## config.mk

```make
export PLATFORM = sky130hd
export DESIGN_NAME = aes_key_exp
export DESIGN_NICKNAME = d
export VERILOG_FILES = /design/src/rtl/core/aes_pkg.sv /design/src/rtl/core/aes_key_exp.sv
export SDC_FILE = /design/constraint.sdc
export NUM_CORES = 2
export LEC_CHECK = 0
export ABC_CLOCK_PERIOD_IN_PS = 14000
export BUFFER_PORTS_ARGS = -buffer_cell sky130_fd_sc_hd__buf_2
export CAP_MARGIN = 0
export CELL_PAD_IN_SITES_DETAIL_PLACEMENT = 1
export CELL_PAD_IN_SITES_GLOBAL_PLACEMENT = 1
export CORE_MARGIN = 2
export CORE_UTILIZATION = 30
export CTS_CLUSTER_SIZE = 28
export DETAILED_ROUTE_END_ITERATION = 6
export PLACE_DENSITY = 0.5
export SLEW_MARGIN = 20
export SYNTH_ARGS = -nofsm -noshare
export SYNTH_HDL_FRONTEND = slang
export SYNTH_SLANG_ARGS = --single-unit
export TNS_END_PERCENT = 30
```

## constraint.sdc

```tcl
create_clock -name clk -period 14 [get_ports clk]
set_input_delay 2.1 -clock clk [delete_from_list [all_inputs] [get_ports clk]]
set_output_delay 2.1 -clock clk [all_outputs]
set_load 0.01 [all_outputs]
```

## src/rtl/core/aes_pkg.sv

```systemverilog
package aes_pkg;

  localparam int NumRounds = 14;
  localparam int NumRoundKeys = 15;

  typedef enum logic [1:0] {
    ST_IDLE,
    ST_EXPAND,
    ST_ROUND,
    ST_DONE
  } state_t;

  typedef enum logic {
    REQ_ENCRYPT = 1'b0,
    REQ_DECRYPT = 1'b1
  } req_t;

  typedef enum logic [1:0] {
    CFG_KEY0 = 2'd0,
    CFG_KEY1 = 2'd1,
    CFG_KEY2 = 2'd2,
    CFG_KEY3 = 2'd3
  } cfg_idx_t;

  typedef struct packed {
    logic       first;
    logic       last;
    logic       decrypt;
  } round_ctl_t;

  function automatic logic [7:0] sbox(input logic [7:0] a);
    logic [7:0] t [256];
    t = '{
      8'h63,8'h7c,8'h77,8'h7b,8'hf2,8'h6b,8'h6f,8'hc5,8'h30,8'h01,8'h67,8'h2b,8'hfe,8'hd7,8'hab,8'h76,
      8'hca,8'h82,8'hc9,8'h7d,8'hfa,8'h59,8'h47,8'hf0,8'had,8'hd4,8'ha2,8'haf,8'h9c,8'ha4,8'h72,8'hc0,
      8'hb7,8'hfd,8'h93,8'h26,8'h36,8'h3f,8'hf7,8'hcc,8'h34,8'ha5,8'he5,8'hf1,8'h71,8'hd8,8'h31,8'h15,
      8'h04,8'hc7,8'h23,8'hc3,8'h18,8'h96,8'h05,8'h9a,8'h07,8'h12,8'h80,8'he2,8'heb,8'h27,8'hb2,8'h75,
      8'h09,8'h83,8'h2c,8'h1a,8'h1b,8'h6e,8'h5a,8'ha0,8'h52,8'h3b,8'hd6,8'hb3,8'h29,8'he3,8'h2f,8'h84,
      8'h53,8'hd1,8'h00,8'hed,8'h20,8'hfc,8'hb1,8'h5b,8'h6a,8'hcb,8'hbe,8'h39,8'h4a,8'h4c,8'h58,8'hcf,
      8'hd0,8'hef,8'haa,8'hfb,8'h43,8'h4d,8'h33,8'h85,8'h45,8'hf9,8'h02,8'h7f,8'h50,8'h3c,8'h9f,8'ha8,
      8'h51,8'ha3,8'h40,8'h8f,8'h92,8'h9d,8'h38,8'hf5,8'hbc,8'hb6,8'hda,8'h21,8'h10,8'hff,8'hf3,8'hd2,
      8'hcd,8'h0c,8'h13,8'hec,8'h5f,8'h97,8'h44,8'h17,8'hc4,8'ha7,8'h7e,8'h3d,8'h64,8'h5d,8'h19,8'h73,
      8'h60,8'h81,8'h4f,8'hdc,8'h22,8'h2a,8'h90,8'h88,8'h46,8'hee,8'hb8,8'h14,8'hde,8'h5e,8'h0b,8'hdb,
      8'he0,8'h32,8'h3a,8'h0a,8'h49,8'h06,8'h24,8'h5c,8'hc2,8'hd3,8'hac,8'h62,8'h91,8'h95,8'he4,8'h79,
      8'he7,8'hc8,8'h37,8'h6d,8'h8d,8'hd5,8'h4e,8'ha9,8'h6c,8'h56,8'hf4,8'hea,8'h65,8'h7a,8'hae,8'h08,
      8'hba,8'h78,8'h25,8'h2e,8'h1c,8'ha6,8'hb4,8'hc6,8'he8,8'hdd,8'h74,8'h1f,8'h4b,8'hbd,8'h8b,8'h8a,
      8'h70,8'h3e,8'hb5,8'h66,8'h48,8'h03,8'hf6,8'h0e,8'h61,8'h35,8'h57,8'hb9,8'h86,8'hc1,8'h1d,8'h9e,
      8'he1,8'hf8,8'h98,8'h11,8'h69,8'hd9,8'h8e,8'h94,8'h9b,8'h1e,8'h87,8'he9,8'hce,8'h55,8'h28,8'hdf,
      8'h8c,8'ha1,8'h89,8'h0d,8'hbf,8'he6,8'h42,8'h68,8'h41,8'h99,8'h2d,8'h0f,8'hb0,8'h54,8'hbb,8'h16
    };
    return t[a];
  endfunction

  function automatic logic [7:0] inv_sbox(input logic [7:0] a);
    logic [7:0] t [256];
    t = '{
      8'h52,8'h09,8'h6a,8'hd5,8'h30,8'h36,8'ha5,8'h38,8'hbf,8'h40,8'ha3,8'h9e,8'h81,8'hf3,8'hd7,8'hfb,
      8'h7c,8'he3,8'h39,8'h82,8'h9b,8'h2f,8'hff,8'h87,8'h34,8'h8e,8'h43,8'h44,8'hc4,8'hde,8'he9,8'hcb,
      8'h54,8'h7b,8'h94,8'h32,8'ha6,8'hc2,8'h23,8'h3d,8'hee,8'h4c,8'h95,8'h0b,8'h42,8'hfa,8'hc3,8'h4e,
      8'h08,8'h2e,8'ha1,8'h66,8'h28,8'hd9,8'h24,8'hb2,8'h76,8'h5b,8'ha2,8'h49,8'h6d,8'h8b,8'hd1,8'h25,
      8'h72,8'hf8,8'hf6,8'h64,8'h86,8'h68,8'h98,8'h16,8'hd4,8'ha4,8'h5c,8'hcc,8'h5d,8'h65,8'hb6,8'h92,
      8'h6c,8'h70,8'h48,8'h50,8'hfd,8'hed,8'hb9,8'hda,8'h5e,8'h15,8'h46,8'h57,8'ha7,8'h8d,8'h9d,8'h84,
      8'h90,8'hd8,8'hab,8'h00,8'h8c,8'hbc,8'hd3,8'h0a,8'hf7,8'he4,8'h58,8'h05,8'hb8,8'hb3,8'h45,8'h06,
      8'hd0,8'h2c,8'h1e,8'h8f,8'hca,8'h3f,8'h0f,8'h02,8'hc1,8'haf,8'hbd,8'h03,8'h01,8'h13,8'h8a,8'h6b,
      8'h3a,8'h91,8'h11,8'h41,8'h4f,8'h67,8'hdc,8'hea,8'h97,8'hf2,8'hcf,8'hce,8'hf0,8'hb4,8'he6,8'h73,
      8'h96,8'hac,8'h74,8'h22,8'he7,8'had,8'h35,8'h85,8'he2,8'hf9,8'h37,8'he8,8'h1c,8'h75,8'hdf,8'h6e,
      8'h47,8'hf1,8'h1a,8'h71,8'h1d,8'h29,8'hc5,8'h89,8'h6f,8'hb7,8'h62,8'h0e,8'haa,8'h18,8'hbe,8'h1b,
      8'hfc,8'h56,8'h3e,8'h4b,8'hc6,8'hd2,8'h79,8'h20,8'h9a,8'hdb,8'hc0,8'hfe,8'h78,8'hcd,8'h5a,8'hf4,
      8'h1f,8'hdd,8'ha8,8'h33,8'h88,8'h07,8'hc7,8'h31,8'hb1,8'h12,8'h10,8'h59,8'h27,8'h80,8'hec,8'h5f,
      8'h60,8'h51,8'h7f,8'ha9,8'h19,8'hb5,8'h4a,8'h0d,8'h2d,8'he5,8'h7a,8'h9f,8'h93,8'hc9,8'h9c,8'hef,
      8'ha0,8'he0,8'h3b,8'h4d,8'hae,8'h2a,8'hf5,8'hb0,8'hc8,8'heb,8'hbb,8'h3c,8'h83,8'h53,8'h99,8'h61,
      8'h17,8'h2b,8'h04,8'h7e,8'hba,8'h77,8'hd6,8'h26,8'he1,8'h69,8'h14,8'h63,8'h55,8'h21,8'h0c,8'h7d
    };
    return t[a];
  endfunction

  function automatic logic [7:0] xtime(input logic [7:0] a);
    return {a[6:0], 1'b0} ^ (a[7] ? 8'h1b : 8'h00);
  endfunction

  function automatic logic [31:0] sub_word(input logic [31:0] w);
    return {sbox(w[31:24]), sbox(w[23:16]), sbox(w[15:8]), sbox(w[7:0])};
  endfunction

endpackage

```

## src/rtl/core/aes_key_exp.sv

```systemverilog
module aes_key_exp (
  input  logic         clk,
  input  logic         rst,
  input  logic         start,
  input  logic [255:0] key,
  output logic         done,
  input  logic [3:0]   rd_idx,
  output logic [127:0] rd_key
);
  import aes_pkg::*;

  // one 128-bit round key (four words) per cycle: alternating word groups
  logic [127:0] mem [NumRoundKeys];
  logic [255:0] win;
  logic [255:0] win_next;
  logic [7:0]   rcon;
  logic [3:0]   widx;
  logic         busy;
  logic [31:0]  w [8];
  logic [31:0]  t;
  logic [31:0]  n [4];

  always_comb begin
    for (int i = 0; i < 8; i++) begin
      w[i] = win[255 - 32*i -: 32];
    end
    // widx even: next group starts at i%8==0, odd: at i%8==4
    if (!widx[0]) begin
      t = sub_word({w[7][23:0], w[7][31:24]}) ^ {rcon, 24'h0};
    end else begin
      t = sub_word(w[7]);
    end
    n[0] = w[0] ^ t;
    n[1] = w[1] ^ n[0];
    n[2] = w[2] ^ n[1];
    n[3] = w[3] ^ n[2];
    win_next = {win[127:0], n[0], n[1], n[2], n[3]};
  end

  always_ff @(posedge clk) begin
    if (rst) begin
      busy <= 1'b0;
    end else if (start) begin
      win  <= key;
      rcon <= 8'h01;
      widx <= 4'd0;
      busy <= 1'b1;
    end else if (busy) begin
      mem[widx] <= win[255:128];
      if (!widx[0]) begin
        rcon <= xtime(rcon);
      end
      win  <= win_next;
      widx <= widx + 4'd1;
      if (widx == 4'(NumRoundKeys - 1)) begin
        busy <= 1'b0;
      end
    end
    rd_key <= mem[rd_idx];
  end

  assign done = busy && (widx == 4'(NumRoundKeys - 1));

endmodule

```

# --- After elaboration in Yosys (flattened, before gate mapping) ---
# Memories as Yosys holds them, arrays and structs flattened. A register that Yosys moved wholly into a read port is not among the register bits.
# Cells that the tools add are included.
word_totals:
  ff_bits: 269
  latch_bits: 0
  ram_bits: 1920
  mem_bits_ro: 8192
  input_bits: 263
  out_inout_bits: 129
  word_cells: 53
  n_memories: 5
mem_list:
  columns: ["memory", "words", "word_bits", "rd", "rd_ports_with_merged_regs", "write_ports", "line_no", "rtl"]
  rows:
  - ["(no name shown)", 256, 8, 1, 0, 0, "aes_pkg.sv:51", "return t[a];"]
  - ["(no name shown)", 256, 8, 1, 0, 0, "aes_pkg.sv:51", null]
  - ["(no name shown)", 256, 8, 1, 0, 0, "aes_pkg.sv:51", null]
  - ["(no name shown)", 256, 8, 1, 0, 0, "aes_pkg.sv:51", null]
  - ["mem", 15, 128, 1, 1, 1, "aes_key_exp.sv:13", "logic [127:0] mem [NumRoundKeys];"]
op_classes:
  addsub: 1
  n_mul: 0
  div_mod_pow: 0
  magnitude_cmp: 4
  n_eq_ne: 2
  shift: 0
  muxes: 22
  n_bitwise: 11
  reduce_logical: 4
op_table:
  columns: ["cell", "count"]
  rows:
  - ["256-bit two-way mux", 2]
  - ["32-bit XOR", 5]
  - ["8-bit two-way mux", 10]
  - ["9-bit greater-or-equal comparator, second input constant", 4]
  - ["8-bit inverter with 9-bit output", 4]
  - ["32-bit two-way mux", 1]
  - ["8-bit by 5-bit XOR with 8-bit output", 1]
  - ["1-bit two-way mux", 7]
  - ["5-bit two-way mux", 1]
  - ["4-bit by 1-bit adder with 4-bit output, second input constant", 1]
  - ["4-bit == test, second input constant", 1]
  - ["4-bit two-way mux", 1]
  - ["3-bit AND reduction", 1]
  - ["2-bit inequality test, second input constant", 1]
  - ["2-bit AND reduction", 1]
  - ["2-bit nonzero test", 1]
  - ["1-bit logical AND", 1]
  - ["1-bit inverter", 1]

# --- Longest topological paths before layout ---
logic_depth:
  ltp_word: 12
  depth_mapped: 16
  mapped_depth_nobuf: 12

# --- Least setup slack after synthesis ---
# Ideal clock, no wire load.
synth_timing:
  kind: "input port to flip-flop"
  startpoint: "in start"
  endpoint: "reg win[0] (netlist: w[0]) (enable)"
  setup_ns: 0.887
  arrival_time_ns: 13.789
  required_time_ns: 13.113
  path_slack_ns: -0.676
  path_stages: 5
  path_buffers: 3
  path_cell_list: "clkbuf_1 -> clkbuf_1 -> clkbuf_1 -> nor2_1 -> nor2_1"
synth_via:
  elab_chain_cells: 2
synth_lines:
  columns: ["item", "line_no", "rtl"]
  rows:
  - ["start: declaration", "aes_key_exp.sv:4", "input logic start,"]
  - ["2-bit nonzero test (no line)", null, null]
  - ["2-bit AND reduction (no line)", null, null]
  - ["end signal: assignment", "aes_key_exp.sv:44", "win <= key;"]
  - ["end signal: assignment", "aes_key_exp.sv:53", "win <= win_next;"]
  - ["end: declaration", "aes_key_exp.sv:14", "logic [255:0] win;"]
# Every way passes these cells.
# A chain may end at the register's enable or synchronous reset.

# --- Worst setup path in the final report ---
layout_timing:
  startpoint: "reg win[1] (netlist: w[1])"
  endpoint: "reg win[2] (netlist: w[2]) (data pin)"
layout_via:
  elab_chain_cells: 11
layout_lines:
  columns: ["item", "line_no", "rtl"]
  rows:
  - ["8-bit inverter with 9-bit output (not written as such)", "aes_pkg.sv:51", null]
  - ["memory 256 x 8 bit", null, null]
  - ["8-bit two-way mux (not written as such) (2 in series)", "aes_pkg.sv:51", null]
  - ["32-bit two-way mux", "aes_key_exp.sv:28", "if (!widx[0]) begin"]
  - ["32-bit XOR", "aes_key_exp.sv:33", "n[0] = w[0] ^ t;"]
  - ["32-bit XOR", "aes_key_exp.sv:34", "n[1] = w[1] ^ n[0];"]
  - ["32-bit XOR", "aes_key_exp.sv:35", "n[2] = w[2] ^ n[1];"]
  - ["32-bit XOR", "aes_key_exp.sv:36", "n[3] = w[3] ^ n[2];"]
  - ["256-bit two-way mux", "aes_key_exp.sv:48", "end else if (busy) begin"]
  - ["256-bit two-way mux", "aes_key_exp.sv:43", "end else if (start) begin"]
# Every way passes these cells. The select of a mux whose other input is x is not followed.

==> flow_summary.json <==
{
  "outcome": "completed",
  "cts-resized-gates": 0,
  "core_mm2": 0.340,
  "grt_max_degree": 155,
  "p_leak_uw": 0.0383,
  "nets": 6880,
  "viasPerCell": 5.41,
  "worstMarginPinSlew_ps": 1150,
  "reg2regPathDepth": 13,
  "nFillCells": 34500,
  "seq_area_mm2": 0.0683,
  "power.density_mw_per_mm2": 151,
  "worstSkewPairLatency_ps": 850,
  "setup_violations": 0,
  "cp.arrival_ps": 7170,
  "die_y_um": 588,
  "cts_made_buffers": 267,
  "ys_ff_latch": 2317,
  "max-slew-margin-rel_pct": 21.1,
  "yosys.area.top_type": "edfxtp_1",
  "hpwl_um": 233000,
  "clock_path_buffers": 4,
  "min_period_over_period_pct": 46.9,
  "tritoncts": "yes",
  "gp_congestion": 0.903,
  "timing.final.ws_setup_ps": 7440,
  "ioPinCount": 392,
  "start_util_pct": 30.1,
  "clockRootBuffer": "clkbuf_16",
  "wl_um": 377000,
  "fin_crit_ps": 6560,
  "r2r_slack_ps": 7440,
  "syn_to_final_growth_pct": 15.1,
  "dr.pass1.iters": 6,
  "ys_top_cells_by_count": "edfxtp_1 (2,188), mux4_2 (589), nand2_1 (456)",
  "synth_edf_count": 2188,
  "fp.dieArea_mm2": 0.346,
  "postCtsHoldBufs": 0,
  "via_count": 61100,
  "drive_gt1_share_pct": 25.4,
  "rr_startpoint": "w[1]",
  "cts.reportedPaths.clkPinSlew_ps": 60,
  "syn-cell-area_mm2": 0.102,
  "synth-main-ff-cell": "edfxtp_1",
  "fin_tns_setup_ps": 0,
  "portBuffers": 391,
  "async_flop_share_pct": 0,
  "hp-class": "flip-flop to flip-flop",
  "gr-usage-all-layers_pct": 21.3,
  "finalHoldViolCount": 0,
  "max-vdd-ir-drop_mv": 0.0898,
  "critPathLaunch": "w[1]",
  "post_cts_buffers": 0,
  "startpoint_type": "flip-flop",
  "wire_per_inst_um": 33.3,
  "overflow": 0,
  "ys_seq_area_share_pct": 66.8,
  "clock-sinks": 2317,
  "slew_violations": 0,
  "grt_pass1_wl_um": 523000,
  "ys_warn_count": 0,
  "grt_pass1_vias": 63600,
  "htree_levels": 5,
  "path_class": "flip-flop to flip-flop",
  "yosysTopAreaCellShare_pct": 64.2,
  "cp-endpoint": "w[2]",
  "num_rows": 214,
  "die_w_um": 588,
  "drtIter0Drc": 5775,
  "avgSynthCellArea_um2": 16.4,
  "worstPathMaxFanout": 33,
  "finClkSkew_ps": 74.3,
  "cp_data_required_time_ps": 14600,
  "syn_inst": 6233,
  "fmax_mhz": 152,
  "ys_types": 104,
  "cap_violations": 0,
  "antenna_found_initial": 54,
  "multi_input_area_mm2": 0.0319,
  "rsz0062_at_grt": "false",
  "drc_errors": 0,
  "drtAntennaViolNets": 0,
  "syn-num-nets": 6560,
  "dp_worst_setup_slack_ps": 7470,
  "reg2reg_to": "w[2]",
  "synthMostInstantiatedCell": "edfxtp_1",
  "synth.area.top_cells": "edfxtp_1 (64%), mux4_2 (13%), dfxtp_1 (2.5%), o21ai_0 (1.9%), mux2i_1 (1.7%)",
  "critPathCaptureType": "flip-flop"
}
## cell usage in the layout, fill, tap and decap left out, types with 21 or more instances in the layout
cell type,synthesis,final
a211oi_1,43,43
a21oi_1,144,144
a221oi_1,22,22
a311oi_1,29,29
a31oi_1,56,55
and2_1,23,23
buf_12,0,21
buf_2,80,386
buf_4,16,120
clkbuf_1,282,73
clkbuf_16,0,272
clkbuf_8,0,25
clkinv_1,6,37
clkinv_2,0,34
dfxtp_1,129,129
edfxtp_1,2188,2188
ha_1,64,64
inv_1,46,42
mux2_2,135,135
mux2i_1,174,174
mux4_2,589,589
nand2_1,456,456
nand2b_1,75,75
nand3_1,88,88
nor2_1,201,189
nor2b_1,81,81
nor3_1,83,79
o211ai_1,34,34
o21a_1,22,22
o21ai_0,398,398
o22ai_1,21,21
o311ai_0,39,39
o31ai_1,36,35
or2_2,21,21
xnor2_1,115,114
xor2_1,65,65
## layout make-up
cell class	instances	area share (%)
sequential	2317	58.0
clock buffer	370	6.30
antenna	9	0.0191
tap	4536	4.82
multi-input combinational	3377	27.1
inverter	56	0.181
clock inverter	100	0.750
timing repair buffer	534	2.86
## power by group
part	internal (µW)	total, µW	switching (µW)
logic	1030	2930	1900
registers	7810	8070	263
clock network	3930	6730	2800
total	12800	17700	4960
## cell families (layout without fill, tap and decap cells)
kind of cell	Yosys count	count (layout)	synth area share, %
flops	2317	2317	66.8
simple gates	1135	1135	5.24
compound gates	1076	1076	6.85
mux	904	904	16.3
buf+inv	539	1060	2.19
xor+xnor	198	198	1.89
fa+ha+maj	64	64	0.783
other cells	0	9	0
## worst max-delay path, cell delays in order (launching register included)
cell and delay, ps:
edfxtp_1 330, buf_4 360, clkinv_1 730, ha_1 1100, and2_1 460, nor2_1 100
mux4_2 500, mux4_2 510, mux2_2 370, mux2_4 320, xnor3_1 300, xnor2_1 760
xnor2_1 180, mux2_2 310
## per-stage QoR
step,utilization [%],instances,total power (µW),hold WS [ps],instance area (µm²)
after global placement,32.2,10800,11100,526,109000
after CTS,34.7,11300,17900,513,118000
final,34.7,11300,17700,510,118000
after floorplan,-,6233,9830,525,102000
after detailed placement,32.2,10800,11100,533,109000
after global routing,34.7,11300,18300,525,118000
## flip-flops by register name, summed over array words and instances (netlist names)
signal and count:
widx 4, mem 1920, rd_key 128, w 256
rcon 8, busy 1
## how the worst min path moves through the flow
stage | start | to | slack (ps) | cells past startpoint
2_1_floorplan | w[32] | w[160] | 520 | 1
3_3_place_gp | w[79] | w[207] | 530 | 1
3_5_place_dp | w[33] | w[161] | 530 | 1
4_1_cts | w[35] | w[163] | 510 | 1
5_1_grt | w[35] | w[163] | 530 | 1
6_report | w[35] | w[163] | 510 | 1
## per-layer routing
metal	GRT usage (%)	wire length, µm	up-vias
met5	0	41	-
met2	35.7	184000	1921
met1	29.4	166000	33200
li1	-	-	25600
met4	4.95	9010	8
met3	2.70	18100	420
(Power assumes the default switching activity.)
